$ cat config.mk
export PLATFORM = sky130hd
export DESIGN_NAME = snapshot_history_ring_search_unit
export DESIGN_NICKNAME = d
export VERILOG_FILES = /design/src/design/shr_pkg.sv /design/src/design/shr_ram.sv /design/src/design/shr_walk.sv /design/src/design/snapshot_history_ring_search_unit.sv
export SDC_FILE = /design/constraint.sdc
export NUM_CORES = 2
export LEC_CHECK = 0
export BUFFER_PORTS_ARGS = -buffer_cell sky130_fd_sc_hd__buf_2
export CAP_MARGIN = 20
export CELL_PAD_IN_SITES_DETAIL_PLACEMENT = 1
export CELL_PAD_IN_SITES_GLOBAL_PLACEMENT = 1
export CORE_MARGIN = 1.5
export CORE_UTILIZATION = 50
export DETAILED_ROUTE_END_ITERATION = 8
export PLACE_DENSITY_LB_ADDON = 0.1
export SYNTH_ARGS = -nofsm -noshare
export SYNTH_HDL_FRONTEND = slang
export SYNTH_SLANG_ARGS = --single-unit
$ cat constraint.sdc
create_clock -name clk -period 9 [get_ports clk]
set_input_delay 1.35 -clock clk [delete_from_list [all_inputs] [get_ports clk]]
set_output_delay 1.35 -clock clk [all_outputs]
set_load 0.1 [all_outputs]
$ cat src/design/shr_pkg.sv
`timescale 1ns / 1ps
// ----------------------------------------------------------------------------
// shr_pkg
// shared types and constants of the snapshot history ring
// ----------------------------------------------------------------------------
package shr_pkg;

    localparam int RING_SLOTS_DEF  = 8;
    localparam int MAX_ENTRIES_DEF = 8;
    localparam int RESULT_CAP      = 64;

    localparam int CMD_W   = 2;
    localparam int PID_W   = 31;
    localparam int LOAD_W  = 16;
    localparam int STAMP_W = 64;
    localparam int WANT_W  = 4;
    localparam int AGE_W   = 3;
    localparam int OAGE_W  = 4;
    localparam int CNT_W   = 4;
    localparam int RCNT_W  = $clog2(RESULT_CAP + 1);
    localparam int AGE_MAX = 7;

    localparam logic signed [OAGE_W-1:0] NO_ORIGIN = -4'sd1;

    typedef enum logic [CMD_W-1:0] {
        CMD_PUSH = 2'd0,
        CMD_READ = 2'd1,
        CMD_FIND = 2'd2,
        CMD_NONE = 2'd3
    } cmd_t;

    typedef enum logic [1:0] {
        KIND_ACK    = 2'd0,
        KIND_RECORD = 2'd1,
        KIND_SEARCH = 2'd2,
        KIND_NONE   = 2'd3
    } kind_t;

    typedef struct packed {
        cmd_t                 cmd;
        logic [PID_W-1:0]     entry_pid;
        logic [LOAD_W-1:0]    entry_load;
        logic                 entry_present;
        logic                 entry_last;
        logic [STAMP_W-1:0]   stamp_in;
        logic [STAMP_W-1:0]   now_time;
        logic [WANT_W-1:0]    want_count;
        logic [PID_W-1:0]     query_pid;
    } req_item_t;

    typedef struct packed {
        kind_t                     kind;
        logic [AGE_W-1:0]          age;
        logic [STAMP_W-1:0]        stamp_out;
        logic [PID_W-1:0]          pid_out;
        logic [LOAD_W-1:0]         load_out;
        logic                      present_out;
        logic                      snapshot_end;
        logic                      run_end;
        logic signed [OAGE_W-1:0]  origin_age;
        logic [CNT_W-1:0]          count_out;
        logic                      truncated;
    } rsp_item_t;

    // start of a ring walk, from the top level to the walker
    typedef struct packed {
        logic             start;
        logic             find;
        logic [PID_W-1:0] query_pid;
    } walk_req_t;

    // walker status back to the top level
    typedef struct packed {
        logic idle;
        logic rec_valid;
    } walk_stat_t;

endpackage

$ cat src/design/shr_ram.sv
`timescale 1ns / 1ps
// ----------------------------------------------------------------------------
// shr_ram
// simple dual port synchronous ram, one write port, one registered read port
// ----------------------------------------------------------------------------
module shr_ram #(
    parameter int DATA_W = 8,
    parameter int DEPTH  = 2
) (
    input  logic                      clk,
    input  logic                      wr_en,
    input  logic [$clog2(DEPTH)-1:0]  wr_addr,
    input  logic [DATA_W-1:0]         wr_data,
    input  logic                      rd_en,
    input  logic [$clog2(DEPTH)-1:0]  rd_addr,
    output logic [DATA_W-1:0]         rd_data
);

    logic [DATA_W-1:0] mem [DEPTH];
    logic [DATA_W-1:0] rd_data_reg;

    always_ff @(posedge clk)
    begin
        if (wr_en)
        begin
            mem[wr_addr] <= wr_data;
        end
    end

    // read data holds while rd_en is low
    always_ff @(posedge clk)
    begin
        if (rd_en)
        begin
            rd_data_reg <= mem[rd_addr];
        end
    end

    assign rd_data = rd_data_reg;

endmodule

$ cat src/design/shr_walk.sv
`timescale 1ns / 1ps
// ----------------------------------------------------------------------------
// shr_walk
// ring walker for read and spike search, newest snapshot first
// ----------------------------------------------------------------------------
module shr_walk
    import shr_pkg::*;
#(
    parameter int RING_SLOTS  = RING_SLOTS_DEF,
    parameter int MAX_ENTRIES = MAX_ENTRIES_DEF
) (
    input  logic                                          clk,
    input  logic                                          rst_n,
    input  walk_req_t                                     walk_req,
    input  logic [$clog2(RING_SLOTS)-1:0]                 newest_slot,
    input  logic [$clog2(RING_SLOTS+1)-1:0]               filled,
    input  logic [$clog2(RING_SLOTS+1)-1:0]               copy,
    input  logic [LOAD_W-1:0]                             threshold,
    output logic                                          slot_rd_en,
    output logic [$clog2(RING_SLOTS)-1:0]                 slot_rd_addr,
    input  logic [STAMP_W+$clog2(MAX_ENTRIES+1)-1:0]      slot_rd_data,
    output logic                                          ent_rd_en,
    output logic [$clog2(RING_SLOTS*MAX_ENTRIES)-1:0]     ent_rd_addr,
    input  logic [PID_W+LOAD_W-1:0]                       ent_rd_data,
    output walk_stat_t                                    stat,
    output rsp_item_t                                     rec,
    input  logic                                          rec_take
);

    localparam int SW = $clog2(RING_SLOTS);
    localparam int FW = $clog2(RING_SLOTS + 1);
    localparam int CW = $clog2(MAX_ENTRIES + 1);
    localparam int AW = $clog2(RING_SLOTS * MAX_ENTRIES);

    typedef enum logic [6:0] {
        W_IDLE     = 7'b0000001,
        W_SLOT_RD  = 7'b0000010,
        W_SLOT_DAT = 7'b0000100,
        W_ENT_RD   = 7'b0001000,
        W_CHECK    = 7'b0010000,
        W_EMIT     = 7'b0100000,
        W_FINISH   = 7'b1000000
    } walk_state_t;

    walk_state_t          state_reg, state_next;
    logic                 find_reg, find_next;
    logic [PID_W-1:0]     qpid_reg, qpid_next;
    logic [SW-1:0]        slot_ptr_reg, slot_ptr_next;
    logic [FW-1:0]        snap_reg, snap_next;
    logic [FW-1:0]        limit_reg, limit_next;
    logic [CW-1:0]        ent_reg, ent_next;
    logic [CW-1:0]        nent_reg, nent_next;
    logic [STAMP_W-1:0]   stamp_reg, stamp_next;
    logic [AW-1:0]        base_reg, base_next;
    logic [RCNT_W-1:0]    rcnt_reg, rcnt_next;
    logic                 found_reg, found_next;
    logic [AGE_W-1:0]     fage_reg, fage_next;

    logic [FW-1:0]        snap_inc;
    logic [CW-1:0]        ent_inc;
    logic [SW-1:0]        slot_prev;
    logic                 snap_last;
    logic                 run_last;
    logic [PID_W-1:0]     ent_pid;
    logic [LOAD_W-1:0]    ent_load;
    logic                 hit;

    assign snap_inc  = snap_reg + FW'(1);
    assign ent_inc   = ent_reg + CW'(1);
    assign slot_prev = (slot_ptr_reg == '0) ? SW'(RING_SLOTS - 1) : slot_ptr_reg - SW'(1);
    assign ent_pid   = ent_rd_data[LOAD_W +: PID_W];
    assign ent_load  = ent_rd_data[LOAD_W-1:0];
    assign hit       = (ent_pid == qpid_reg) && (ent_load >= threshold);
    assign snap_last = (nent_reg == '0) || (ent_inc == nent_reg);
    assign run_last  = (rcnt_reg == RCNT_W'(RESULT_CAP - 1))
                     || (snap_last && (snap_inc == limit_reg));

    assign slot_rd_en   = (state_reg == W_SLOT_RD);
    assign slot_rd_addr = slot_ptr_reg;
    assign ent_rd_en    = (state_reg == W_ENT_RD);
    assign ent_rd_addr  = base_reg + AW'(ent_reg);

    assign stat.idle      = (state_reg == W_IDLE);
    assign stat.rec_valid = (state_reg == W_EMIT) || (state_reg == W_FINISH);

    always_comb
    begin
        state_next    = state_reg;
        find_next     = find_reg;
        qpid_next     = qpid_reg;
        slot_ptr_next = slot_ptr_reg;
        snap_next     = snap_reg;
        limit_next    = limit_reg;
        ent_next      = ent_reg;
        nent_next     = nent_reg;
        stamp_next    = stamp_reg;
        base_next     = base_reg;
        rcnt_next     = rcnt_reg;
        found_next    = found_reg;
        fage_next     = fage_reg;

        unique case (state_reg)
            W_IDLE:
            begin
                if (walk_req.start)
                begin
                    find_next     = walk_req.find;
                    qpid_next     = walk_req.query_pid;
                    slot_ptr_next = newest_slot;
                    snap_next     = '0;
                    rcnt_next     = '0;
                    found_next    = 1'b0;
                    fage_next     = '0;
                    limit_next    = walk_req.find ? filled : copy;
                    if ((walk_req.find ? filled : copy) == '0)
                    begin
                        state_next = W_FINISH;
                    end
                    else
                    begin
                        state_next = W_SLOT_RD;
                    end
                end
            end
            W_SLOT_RD:
            begin
                base_next  = AW'(slot_ptr_reg) * AW'(MAX_ENTRIES);
                state_next = W_SLOT_DAT;
            end
            W_SLOT_DAT:
            begin
                nent_next  = slot_rd_data[CW-1:0];
                stamp_next = slot_rd_data[CW +: STAMP_W];
                ent_next   = '0;
                if (slot_rd_data[CW-1:0] != '0)
                begin
                    state_next = W_ENT_RD;
                end
                else if (find_reg)
                begin
                    // empty snapshot breaks the run
                    state_next = W_FINISH;
                end
                else
                begin
                    state_next = W_EMIT;
                end
            end
            W_ENT_RD:
            begin
                state_next = find_reg ? W_CHECK : W_EMIT;
            end
            W_CHECK:
            begin
                if (hit)
                begin
                    found_next = 1'b1;
                    fage_next  = (int'(snap_reg) > AGE_MAX) ? AGE_W'(AGE_MAX)
                                                            : AGE_W'(snap_reg);
                    if (snap_inc == limit_reg)
                    begin
                        state_next = W_FINISH;
                    end
                    else
                    begin
                        snap_next     = snap_inc;
                        slot_ptr_next = slot_prev;
                        state_next    = W_SLOT_RD;
                    end
                end
                else if (ent_inc == nent_reg)
                begin
                    state_next = W_FINISH;
                end
                else
                begin
                    ent_next   = ent_inc;
                    state_next = W_ENT_RD;
                end
            end
            W_EMIT:
            begin
                if (rec_take)
                begin
                    rcnt_next = rcnt_reg + RCNT_W'(1);
                    if (run_last)
                    begin
                        state_next = W_IDLE;
                    end
                    else if (snap_last)
                    begin
                        snap_next     = snap_inc;
                        slot_ptr_next = slot_prev;
                        state_next    = W_SLOT_RD;
                    end
                    else
                    begin
                        ent_next   = ent_inc;
                        state_next = W_ENT_RD;
                    end
                end
            end
            W_FINISH:
            begin
                if (rec_take)
                begin
                    state_next = W_IDLE;
                end
            end
            default:
            begin
                state_next = W_IDLE;
            end
        endcase
    end

    // record presented to the output register
    always_comb
    begin
        rec = '0;
        if (state_reg == W_EMIT)
        begin
            rec.kind         = KIND_RECORD;
            rec.age          = AGE_W'(snap_reg);
            rec.stamp_out    = stamp_reg;
            rec.present_out  = (nent_reg != '0);
            rec.pid_out      = (nent_reg != '0) ? ent_pid : '0;
            rec.load_out     = (nent_reg != '0) ? ent_load : '0;
            rec.snapshot_end = snap_last;
            rec.run_end      = run_last;
            rec.count_out    = CNT_W'(limit_reg);
        end
        else if (state_reg == W_FINISH)
        begin
            rec.run_end = 1'b1;
            if (find_reg)
            begin
                rec.kind       = KIND_SEARCH;
                rec.origin_age = found_reg ? signed'({1'b0, fage_reg}) : NO_ORIGIN;
            end
            else
            begin
                rec.kind = KIND_RECORD;
            end
        end
    end

    always_ff @(posedge clk or negedge rst_n)
    begin
        if (!rst_n)
        begin
            state_reg <= W_IDLE;
        end
        else
        begin
            state_reg <= state_next;
        end
    end

    always_ff @(posedge clk)
    begin
        find_reg     <= find_next;
        qpid_reg     <= qpid_next;
        slot_ptr_reg <= slot_ptr_next;
        snap_reg     <= snap_next;
        limit_reg    <= limit_next;
        ent_reg      <= ent_next;
        nent_reg     <= nent_next;
        stamp_reg    <= stamp_next;
        base_reg     <= base_next;
        rcnt_reg     <= rcnt_next;
        found_reg    <= found_next;
        fage_reg     <= fage_next;
    end

endmodule

$ cat src/design/snapshot_history_ring_search_unit.sv
`timescale 1ns / 1ps
// ----------------------------------------------------------------------------
// snapshot_history_ring_search_unit
// history ring of load snapshots with newest-first read and spike search
// ----------------------------------------------------------------------------
// usage
//   req channel: push entries (one request per entry, entry_last commits the
//   snapshot), read of the newest snapshots, or spike origin search
//   rsp channel: one ack per commit, one record per entry on a read (one for an
//   empty snapshot, at most 64), one answer per search; run_end marks the last response of a request
//   cfg channel: spike_threshold, always ready, write only while idle
// throughput and latency
//   pushes stream at one request per cycle while the response register is free;
//   a commit ack shows up the cycle after the final entry is taken
//   a read does a slot read and takes the slot data per snapshot, then an entry
//   memory read precedes every record of a non-empty snapshot
//   a search does the same slot steps, then an entry read and a check per scanned entry
//   req_ready is low while a read or search walks the ring
// reset
//   pointers, counts and the threshold clear; the ring is empty; the memories
//   are not cleared, only written locations are ever read
// stall
//   the response register holds while rsp_ready is low and req_ready drops
//   until it empties or is taken in the same cycle
// ----------------------------------------------------------------------------
module snapshot_history_ring_search_unit
    import shr_pkg::*;
#(
    parameter int RING_SLOTS  = RING_SLOTS_DEF,
    parameter int MAX_ENTRIES = MAX_ENTRIES_DEF
) (
    input  logic               clk,
    input  logic               rst_n,
    input  logic               req_valid,
    output logic               req_ready,
    input  req_item_t          req_data,
    output logic               rsp_valid,
    input  logic               rsp_ready,
    output rsp_item_t          rsp_data,
    input  logic               cfg_valid,
    output logic               cfg_ready,
    input  logic [LOAD_W-1:0]  cfg_data
);

    localparam int SW     = $clog2(RING_SLOTS);
    localparam int FW     = $clog2(RING_SLOTS + 1);
    localparam int CW     = $clog2(MAX_ENTRIES + 1);
    localparam int AW     = $clog2(RING_SLOTS * MAX_ENTRIES);
    localparam int CMPW   = (FW > WANT_W) ? FW : WANT_W;
    localparam int SLOT_W = STAMP_W + CW;
    localparam int ENT_W  = PID_W + LOAD_W;

    // ring pointers and open snapshot state
    logic [SW-1:0]      next_slot_reg;
    logic [FW-1:0]      filled_reg;
    logic [CW-1:0]      fill_pos_reg;
    logic               overflow_reg;
    logic [LOAD_W-1:0]  threshold_reg;

    logic               out_valid_reg;
    rsp_item_t          out_reg;

    logic               req_fire;
    logic               out_free;
    logic               push_fire;
    logic               commit;
    logic               store_entry;
    logic               overflow_now;
    logic [CW-1:0]      fill_after;
    logic [FW-1:0]      filled_after;
    logic [STAMP_W-1:0] commit_stamp;
    logic [SW-1:0]      newest_slot;
    logic [FW-1:0]      copy;
    rsp_item_t          ack_rec;

    logic               ent_wr_en;
    logic [AW-1:0]      ent_wr_addr;
    logic               ent_rd_en;
    logic [AW-1:0]      ent_rd_addr;
    logic [ENT_W-1:0]   ent_rd_data;
    logic               slot_wr_en;
    logic               slot_rd_en;
    logic [SW-1:0]      slot_rd_addr;
    logic [SLOT_W-1:0]  slot_rd_data;

    walk_req_t          walk_req;
    walk_stat_t         walk_stat;
    rsp_item_t          walk_rec;
    logic               rec_take;

    // response register is free when empty or drained this cycle
    assign out_free  = !out_valid_reg || rsp_ready;
    assign req_ready = walk_stat.idle && out_free;
    assign req_fire  = req_valid && req_ready;
    assign cfg_ready = 1'b1;
    assign rsp_valid = out_valid_reg;
    assign rsp_data  = out_reg;

    // push path
    assign push_fire    = req_fire && (req_data.cmd == CMD_PUSH);
    assign commit       = push_fire && req_data.entry_last;
    assign store_entry  = push_fire && req_data.entry_present
                        && (fill_pos_reg < CW'(MAX_ENTRIES));
    assign overflow_now = overflow_reg
                        || (push_fire && req_data.entry_present && !store_entry);
    assign fill_after   = fill_pos_reg + CW'(store_entry);
    assign filled_after = (filled_reg >= FW'(RING_SLOTS)) ? filled_reg
                                                          : filled_reg + FW'(1);
    assign commit_stamp = (req_data.stamp_in != '0) ? req_data.stamp_in
                                                    : req_data.now_time;

    assign ent_wr_en   = store_entry;
    assign ent_wr_addr = AW'(next_slot_reg) * AW'(MAX_ENTRIES) + AW'(fill_pos_reg);
    assign slot_wr_en  = commit;

    // walk setup
    assign newest_slot = (next_slot_reg == '0) ? SW'(RING_SLOTS - 1)
                                               : next_slot_reg - SW'(1);
    assign copy = (CMPW'(req_data.want_count) < CMPW'(filled_reg))
                ? FW'(req_data.want_count) : filled_reg;

    assign walk_req.start     = req_fire
                              && ((req_data.cmd == CMD_READ) || (req_data.cmd == CMD_FIND));
    assign walk_req.find      = (req_data.cmd == CMD_FIND);
    assign walk_req.query_pid = req_data.query_pid;

    assign rec_take = walk_stat.rec_valid && out_free;

    // commit ack
    always_comb
    begin
        ack_rec              = '0;
        ack_rec.kind         = KIND_ACK;
        ack_rec.stamp_out    = commit_stamp;
        ack_rec.snapshot_end = 1'b1;
        ack_rec.run_end      = 1'b1;
        ack_rec.count_out    = CNT_W'(filled_after);
        ack_rec.truncated    = overflow_now;
    end

    shr_ram #(
        .DATA_W (ENT_W),
        .DEPTH  (RING_SLOTS * MAX_ENTRIES)
    ) u_ent_ram (
        .clk     (clk),
        .wr_en   (ent_wr_en),
        .wr_addr (ent_wr_addr),
        .wr_data ({req_data.entry_pid, req_data.entry_load}),
        .rd_en   (ent_rd_en),
        .rd_addr (ent_rd_addr),
        .rd_data (ent_rd_data)
    );

    // per slot stamp and entry count
    shr_ram #(
        .DATA_W (SLOT_W),
        .DEPTH  (RING_SLOTS)
    ) u_slot_ram (
        .clk     (clk),
        .wr_en   (slot_wr_en),
        .wr_addr (next_slot_reg),
        .wr_data ({commit_stamp, fill_after}),
        .rd_en   (slot_rd_en),
        .rd_addr (slot_rd_addr),
        .rd_data (slot_rd_data)
    );

    shr_walk #(
        .RING_SLOTS  (RING_SLOTS),
        .MAX_ENTRIES (MAX_ENTRIES)
    ) u_walk (
        .clk          (clk),
        .rst_n        (rst_n),
        .walk_req     (walk_req),
        .newest_slot  (newest_slot),
        .filled       (filled_reg),
        .copy         (copy),
        .threshold    (threshold_reg),
        .slot_rd_en   (slot_rd_en),
        .slot_rd_addr (slot_rd_addr),
        .slot_rd_data (slot_rd_data),
        .ent_rd_en    (ent_rd_en),
        .ent_rd_addr  (ent_rd_addr),
        .ent_rd_data  (ent_rd_data),
        .stat         (walk_stat),
        .rec          (walk_rec),
        .rec_take     (rec_take)
    );

    // ring control state
    always_ff @(posedge clk or negedge rst_n)
    begin
        if (!rst_n)
        begin
            next_slot_reg <= '0;
            filled_reg    <= '0;
            fill_pos_reg  <= '0;
            overflow_reg  <= 1'b0;
            threshold_reg <= '0;
            out_valid_reg <= 1'b0;
        end
        else
        begin
            if (cfg_valid && cfg_ready)
            begin
                threshold_reg <= cfg_data;
            end
            if (commit)
            begin
                next_slot_reg <= (next_slot_reg == SW'(RING_SLOTS - 1))
                               ? '0 : next_slot_reg + SW'(1);
                filled_reg    <= filled_after;
                fill_pos_reg  <= '0;
                overflow_reg  <= 1'b0;
            end
            else if (push_fire)
            begin
                fill_pos_reg <= fill_after;
                overflow_reg <= overflow_now;
            end
            if (commit || rec_take)
            begin
                out_valid_reg <= 1'b1;
            end
            else if (rsp_ready)
            begin
                out_valid_reg <= 1'b0;
            end
        end
    end

    // response payload, commit ack or walker record
    always_ff @(posedge clk)
    begin
        if (commit)
        begin
            out_reg <= ack_rec;
        end
        else if (rec_take)
        begin
            out_reg <= walk_rec;
        end
    end

endmodule
=== Word-level counts from Yosys, hierarchy flattened ===
Memories as Yosys holds them, arrays and structs flattened. A register that Yosys moved wholly into a read port is not among the register bits.
Cells that the tools add are included.

* RAM bits: 3552
* Input bits: 235
* Memories: 2
* Output and inout port bits: 131
* Register bits: 293
* Logic and storage cells: 186

{| class="wikitable"
|+ Memory list
! name !! depth !! width !! read ports !! clocked after Yosys merged registers in !! write ports !! RTL line !! text
|-
| u_ent_ram.mem || 64 || 47 || 1 || 1 || 1 || shr_ram.sv:19 || <nowiki>logic [DATA_W-1:0] mem [DEPTH];</nowiki>
|-
| u_slot_ram.mem || 8 || 68 || 1 || 1 || 1 || shr_ram.sv:19 ||
|}

* Reduce and logical (&&, ||, !) cells: 41
* $add $sub $neg: 10
* $lt $le $gt $ge: 5
* Mux-type cells: 74
* Equal/unequal tests: 24

{| class="wikitable"
|+ Operators with widths
! operator !! count
|-
| $mux 123 || 2
|-
| $mux 116 || 1
|-
| $mux 4 || 21
|-
| $mux 7 || 12
|-
| $mux 64 || 1
|-
| $reduce_bool 64->1 || 1
|-
| $pmux 7 s7 || 1
|-
| $mux 3 || 12
|-
| $eq 31x31->1 || 1
|-
| $mux 31 || 1
|-
| $pmux 4 s3 || 2
|-
| $ge 16x16->1 || 1
|-
| $mux 16 || 1
|-
| $eq 7x6->1 const B || 2
|-
| $ne 2x2->1 const B || 7
|-
| $pmux 7 s2 || 1
|-
| $add 4x1->4 const B || 3
|-
| $add 6x4->6 || 2
|-
| $logic_and 1x1->1 || 11
|-
| $mux 1 || 11
|-
| $reduce_bool 2->1 || 5
|-
| $pmux 3 s3 || 1
|-
| $reduce_and 3->1 || 3
|-
| $eq 4x4->1 || 2
|-
| other kinds (33) || 49
|}

=== Longest topological paths before layout ===
* Depth after elaboration: 12
* Gate-level depth with buffers: 10
* Depth with buffers taken out: 9

=== By module ===
Synthesis repeated with hierarchy kept, for this count alone.

* Cell total of the unflattened synthesis: 6988
* Area, all modules: 151781.8 µm²

{| class="wikitable"
|+ Modules (own cells, without submodules)
! module !! seq. area each (µm²) !! times used !! cells each !! area each (µm²)
|-
| shr_ram (u_ent_ram) || 91738.0 || 1 || 4890 || 115268.1
|-
| shr_ram (u_slot_ram) || 18377.6 || 1 || 867 || 22477.8
|-
| snapshot_history_ring_search_unit || 3978.8 || 1 || 713 || 7422.1
|-
| shr_walk || 4050.1 || 1 || 518 || 6613.8
|}

=== Worst setup path after synthesis ===
No wires, ideal clock.

* Path kind: input -> register
* Start point: input port rsp_ready
* End point: memory u_slot_ram.mem[0][0] (netlist name) (enable)
* Arrival: 9874 ps
* Stages on the path: 6
* Slack: -1535 ps
* Data required time: 8339 ps
* Buffers on the path: 1
* Library setup time: 661 ps
* Path through: nor2b_1 nor2_1 and3_1 nand2_1 clkbuf_1 nor4_1

* Cells in the longest elaborated chain, start to end: 7

{| class="wikitable"
|+ Ends and longest elaborated chain
! what !! RTL line !! text
|-
| from (decl) || snapshot_history_ring_search_unit.sv:38 || <nowiki>input logic rsp_ready,</nowiki>
|-
| $logic_or 1x1->1 || snapshot_history_ring_search_unit.sv:92 || <nowiki>assign out_free = !out_valid_reg || rsp_ready;</nowiki>
|-
| $logic_and 1x1->1 || snapshot_history_ring_search_unit.sv:93 || <nowiki>assign req_ready = walk_stat.idle && out_free;</nowiki>
|-
| net req_ready || snapshot_history_ring_search_unit.sv:35 || <nowiki>output logic req_ready,</nowiki>
|-
| $logic_and 1x1->1 || snapshot_history_ring_search_unit.sv:94 || <nowiki>assign req_fire = req_valid && req_ready;</nowiki>
|-
| $logic_and 1x1->1 || snapshot_history_ring_search_unit.sv:100 || <nowiki>assign push_fire = req_fire && (req_data.cmd == CMD_PUSH);</nowiki>
|-
| $logic_and 1x1->1 || snapshot_history_ring_search_unit.sv:101 || <nowiki>assign commit = push_fire && req_data.entry_last;</nowiki>
|-
| $mux 1 || shr_ram.sv:24 || <nowiki>if (wr_en)</nowiki>
|-
| $mux 1 (not written as such) || shr_ram.sv:26 || <nowiki>mem[wr_addr] <= wr_data;</nowiki>
|-
| to (decl) || shr_ram.sv:19 ||
|}

The timed path passes the listed nets, and every way through them passes these cells.

=== Final worst setup path ===
* Start point: register u_walk.state_reg[4]
* End point: memory u_ent_ram.mem[19][19] (netlist name) (enable)

* Cells in the longest elaborated chain, start to end: 8

{| class="wikitable"
|+ Ends and longest elaborated chain
! what !! RTL line !! text
|-
| from (decl) || shr_walk.sv:45 || <nowiki>walk_state_t state_reg, state_next;</nowiki>
|-
| from (signal assigned) || shr_walk.sv:256 || <nowiki>state_reg <= state_next;</nowiki>
|-
| $eq 7x1->1 || shr_walk.sv:83 || <nowiki>assign stat.idle = (state_reg == W_IDLE);</nowiki>
|-
| $logic_and 1x1->1 || snapshot_history_ring_search_unit.sv:93 ||
|-
| $logic_and 1x1->1 || snapshot_history_ring_search_unit.sv:94 ||
|-
| $logic_and 1x1->1 || snapshot_history_ring_search_unit.sv:100 ||
|-
| $logic_and 1x1->1 || snapshot_history_ring_search_unit.sv:102 || <nowiki>assign store_entry = push_fire && req_data.entry_present</nowiki>
|-
| $logic_and 1x1->1 || snapshot_history_ring_search_unit.sv:103 || <nowiki>&& (fill_pos_reg < CW'(MAX_ENTRIES));</nowiki>
|-
| $mux 1 || shr_ram.sv:24 ||
|-
| $mux 1 (not written as such) || shr_ram.sv:26 ||
|-
| to (decl) || shr_ram.sv:19 ||
|}

Every way passes these cells.

==> summary.md <==
| Metric | Value |
|---|---|
| DRC | 0 |
| Number of global-route vias before repair | around 70,000 |
| Seq/Total Area, Yosys | roughly four fifths |
| Share of cells above drive strength 1 | between 30 and 40% |
| Pleak | 53.1 nW |
| Hold Fails Final Rpt | 0 |
| CTS Hold Buffers Added | 0 |
| Gr usage total | 27.2% |
| Top-count cell post-synth | edfxtp_1 |
| CORE AREA | roughly 300,000 um2 |
| Max-Slew Margin vs Limit | 14.3% |
| CP startpoint | u_walk.state_reg[4] |
| Starting Density | 50.4% |
| Worst slew pin tran | 1.27 ns |
| Synth area leaders | edfxtp_1, mux4_2, dfxtp_1 |
| Worst min-delay path class | reg -> reg |
| Port bufs | 364 |
| First-pass GRT wire length | approximately 570 mm |
| Final worst-path cycle share | 59.7% |
| TNS Setup | 0 ns |
| Worst IR Drop VDD | 184 uV |
| DIE WIDTH | around 550 um |
| Die area | between 300,000 and 400,000 um2 |
| Num ports | 366 |
| Area share of the largest cell type after synthesis | 77.4% |
| Synth-to-layout area growth | 13.8% |
| Dominant cell type by area after synthesis | edfxtp_1 |
| Die height | roughly 550 um |
| R2R Path Start | u_walk.state_reg[4] |
| DP Wirelength | between 200 and 250 mm |
| Max_cap viols | 0 |
| GRT Residual Overflow | 0 |
| Final Wtd Congestion | 0.850 |
| Final setup fails | 0 |
| Final ANT Viol Nets | 0 |
| Initial antenna violation count | 67 |
| Clk sinks | between 3,000 and 4,000 |
| Clock buffer count from CTS | 402 |
| Mean Syn Cell Area | around 24 um2 |
| Syn_nets | 6,402 |
| Cell count after placement | 10,306 |
| EDFF count, synth | 3,865 |
| Reg with most FFs | u_ent_ram.mem |
| RSZ-0062 raised after global routing | false |
| Post-CTS resize count | 0 |
| Max reg flops | ~3,000 |
| Largest net degree at the start of global routing | 120 |
| Power per cell area | 231 nW/um2 |
| Initial DRC Count | 8,346 |
| Synth unique cells | 55 |
| CP required | between 9 and 10 ns |
| TritonCTS clock tree | done |
| Power Total | 39.5 mW |
| Synthesized cell area | 150,000 um2 |
| Vias/cell | 6.34 |
| Main flop type after synthesis | edfxtp_1 |
| Worst Setup Path Type | reg -> reg |
| Ys Warns | 0 |
| Final Max Slew Viols | 0 |
| Final Skew | 0.0464 ns |
| CTS clock-pin slew for the worst setup and hold paths | approximately 0.060 ns |
| Fmax | 186 MHz |
| DRT Pass-1 Iters | 5 |
| Top post-synthesis cells by count | edfxtp_1, mux4_2, clkbuf_1, a22o_1, nor2_1 |
| Setup Fix Bufs, Post-CTS | 0 |
| Ys async rst share | 0.909% |
| Via count | 70,267 |
| FP Rows | 200 |
| Worst setup EP type | register |
| Min-delay src | u_slot_ram.rd_data[37] |
| Post-synthesis cell count | 6,129 |
| Status | finished, final reports clean |
| Crit path time final | about 5.4 ns |
| Htree depth | 5 |
| Register bit total from synthesis | 3,960 |
| Clock tree root buffer cell | clkbuf_16 |
| Routed len/inst | around 37 um |
| Crit start category | register |
| Drt total wl | 410 mm |
| Worst Path Max Fanout | 26 |
| Worst skew pair latency | 0.95 ns |
| Non-Filler Instances | 11,078 |
| Nets@finish | 7,048 |
| Data arrival time of the worst path | 5.96 ns |
| CTS Buffer Depth | 4 |
-- per-layer routing --
metal  wire length (um)  global-route usage (%)  vias to the layer above
li1                   -                       -                    27819
met1             166000                    39.5                    38645
met2             198000                    43.3                     3220
met3              32400                    3.94                      565
met4              13900                    8.39                       18
met5                102                       0                        -
-- per-stage QoR --
step	hold slack (ns)	area (um2)	util, %	setup WS [ns]
2_1_floorplan	0.400	150000	-	0.278
3_3_place_gp	0.401	158000	53.0	2.91
3_5_place_dp	0.406	158000	53.0	3.04
4_1_cts	0.418	171000	57.3	3.70
5_1_grt	0.423	171000	57.3	3.45
6_report	0.418	171000	57.3	3.63
-- kinds of logic (layout without fill, tap and decap cells) --
group	after synthesis	in the layout	share of synthesized area [%]
compound gates	261	261	1.33
xor+xnor	55	55	0.331
fa+ha+maj	38	38	0.317
buf+inv	336	1310	0.952
flops	3960	3960	78.7
mux	1199	1199	17.4
other cells	1	37	0.00250
simple gates	279	279	0.904
-- layout by cell type (no fill, tap or decap), types with 59 or more instances in the layout --
cell	count
buf_2	345
clkinv_2	78
a22o_1	118
a21o_1	70
clkbuf_16	406
clkinv_1	92
buf_4	172
nor2_4	69
edfxtp_1	3865
mux2_2	73
mux4_2	1123
clkbuf_1	81
dfxtp_1	59
-- layout make-up --
type | count | area, um2
fillers | 24399 | 127000
inverters | 33 | 125
multi-input cells | 1833 | 31100
clock buffers | 495 | 10600
flip-flops and latches | 3960 | 118000
clock inverters | 237 | 2150
repair buffers | 545 | 3610
well taps | 3939 | 4930
diodes | 36 | 90.1
-- worst max-delay path: stages (launching register included) --
cell and delay, ns:
dfrtp_1 0.46, nor4_2 0.42, and3_1 0.29, nand4_1 0.27, nor3b_1 1.05, and2b_1 0.35, nand3_2 0.59, nor2_4 1.08
buf_4 0.48
-- where the power goes --
part | switching, mW | internal, mW | leakage (nW)
sequential | 0.112 | 20.5 | 35.8
clock | 7.01 | 9.31 | 6.23
combinational | 1.59 | 0.973 | 11.1
-- final timing paths --
path                                    endpoint  slack (ns)  cells after the start
min reg2reg                 u_walk.stamp_reg[33]        0.42                      0
max                        u_ent_ram.mem[19][19]        3.63                      8
min                         u_walk.stamp_reg[33]        0.42                      0
min in group asynchronous       threshold_reg[7]        0.55                      1
max reg2reg                u_ent_ram.mem[19][19]        3.63                      8
max in group asynchronous       threshold_reg[2]        7.86                      1
No activity file was read; power rests on OpenSTA's default activity.
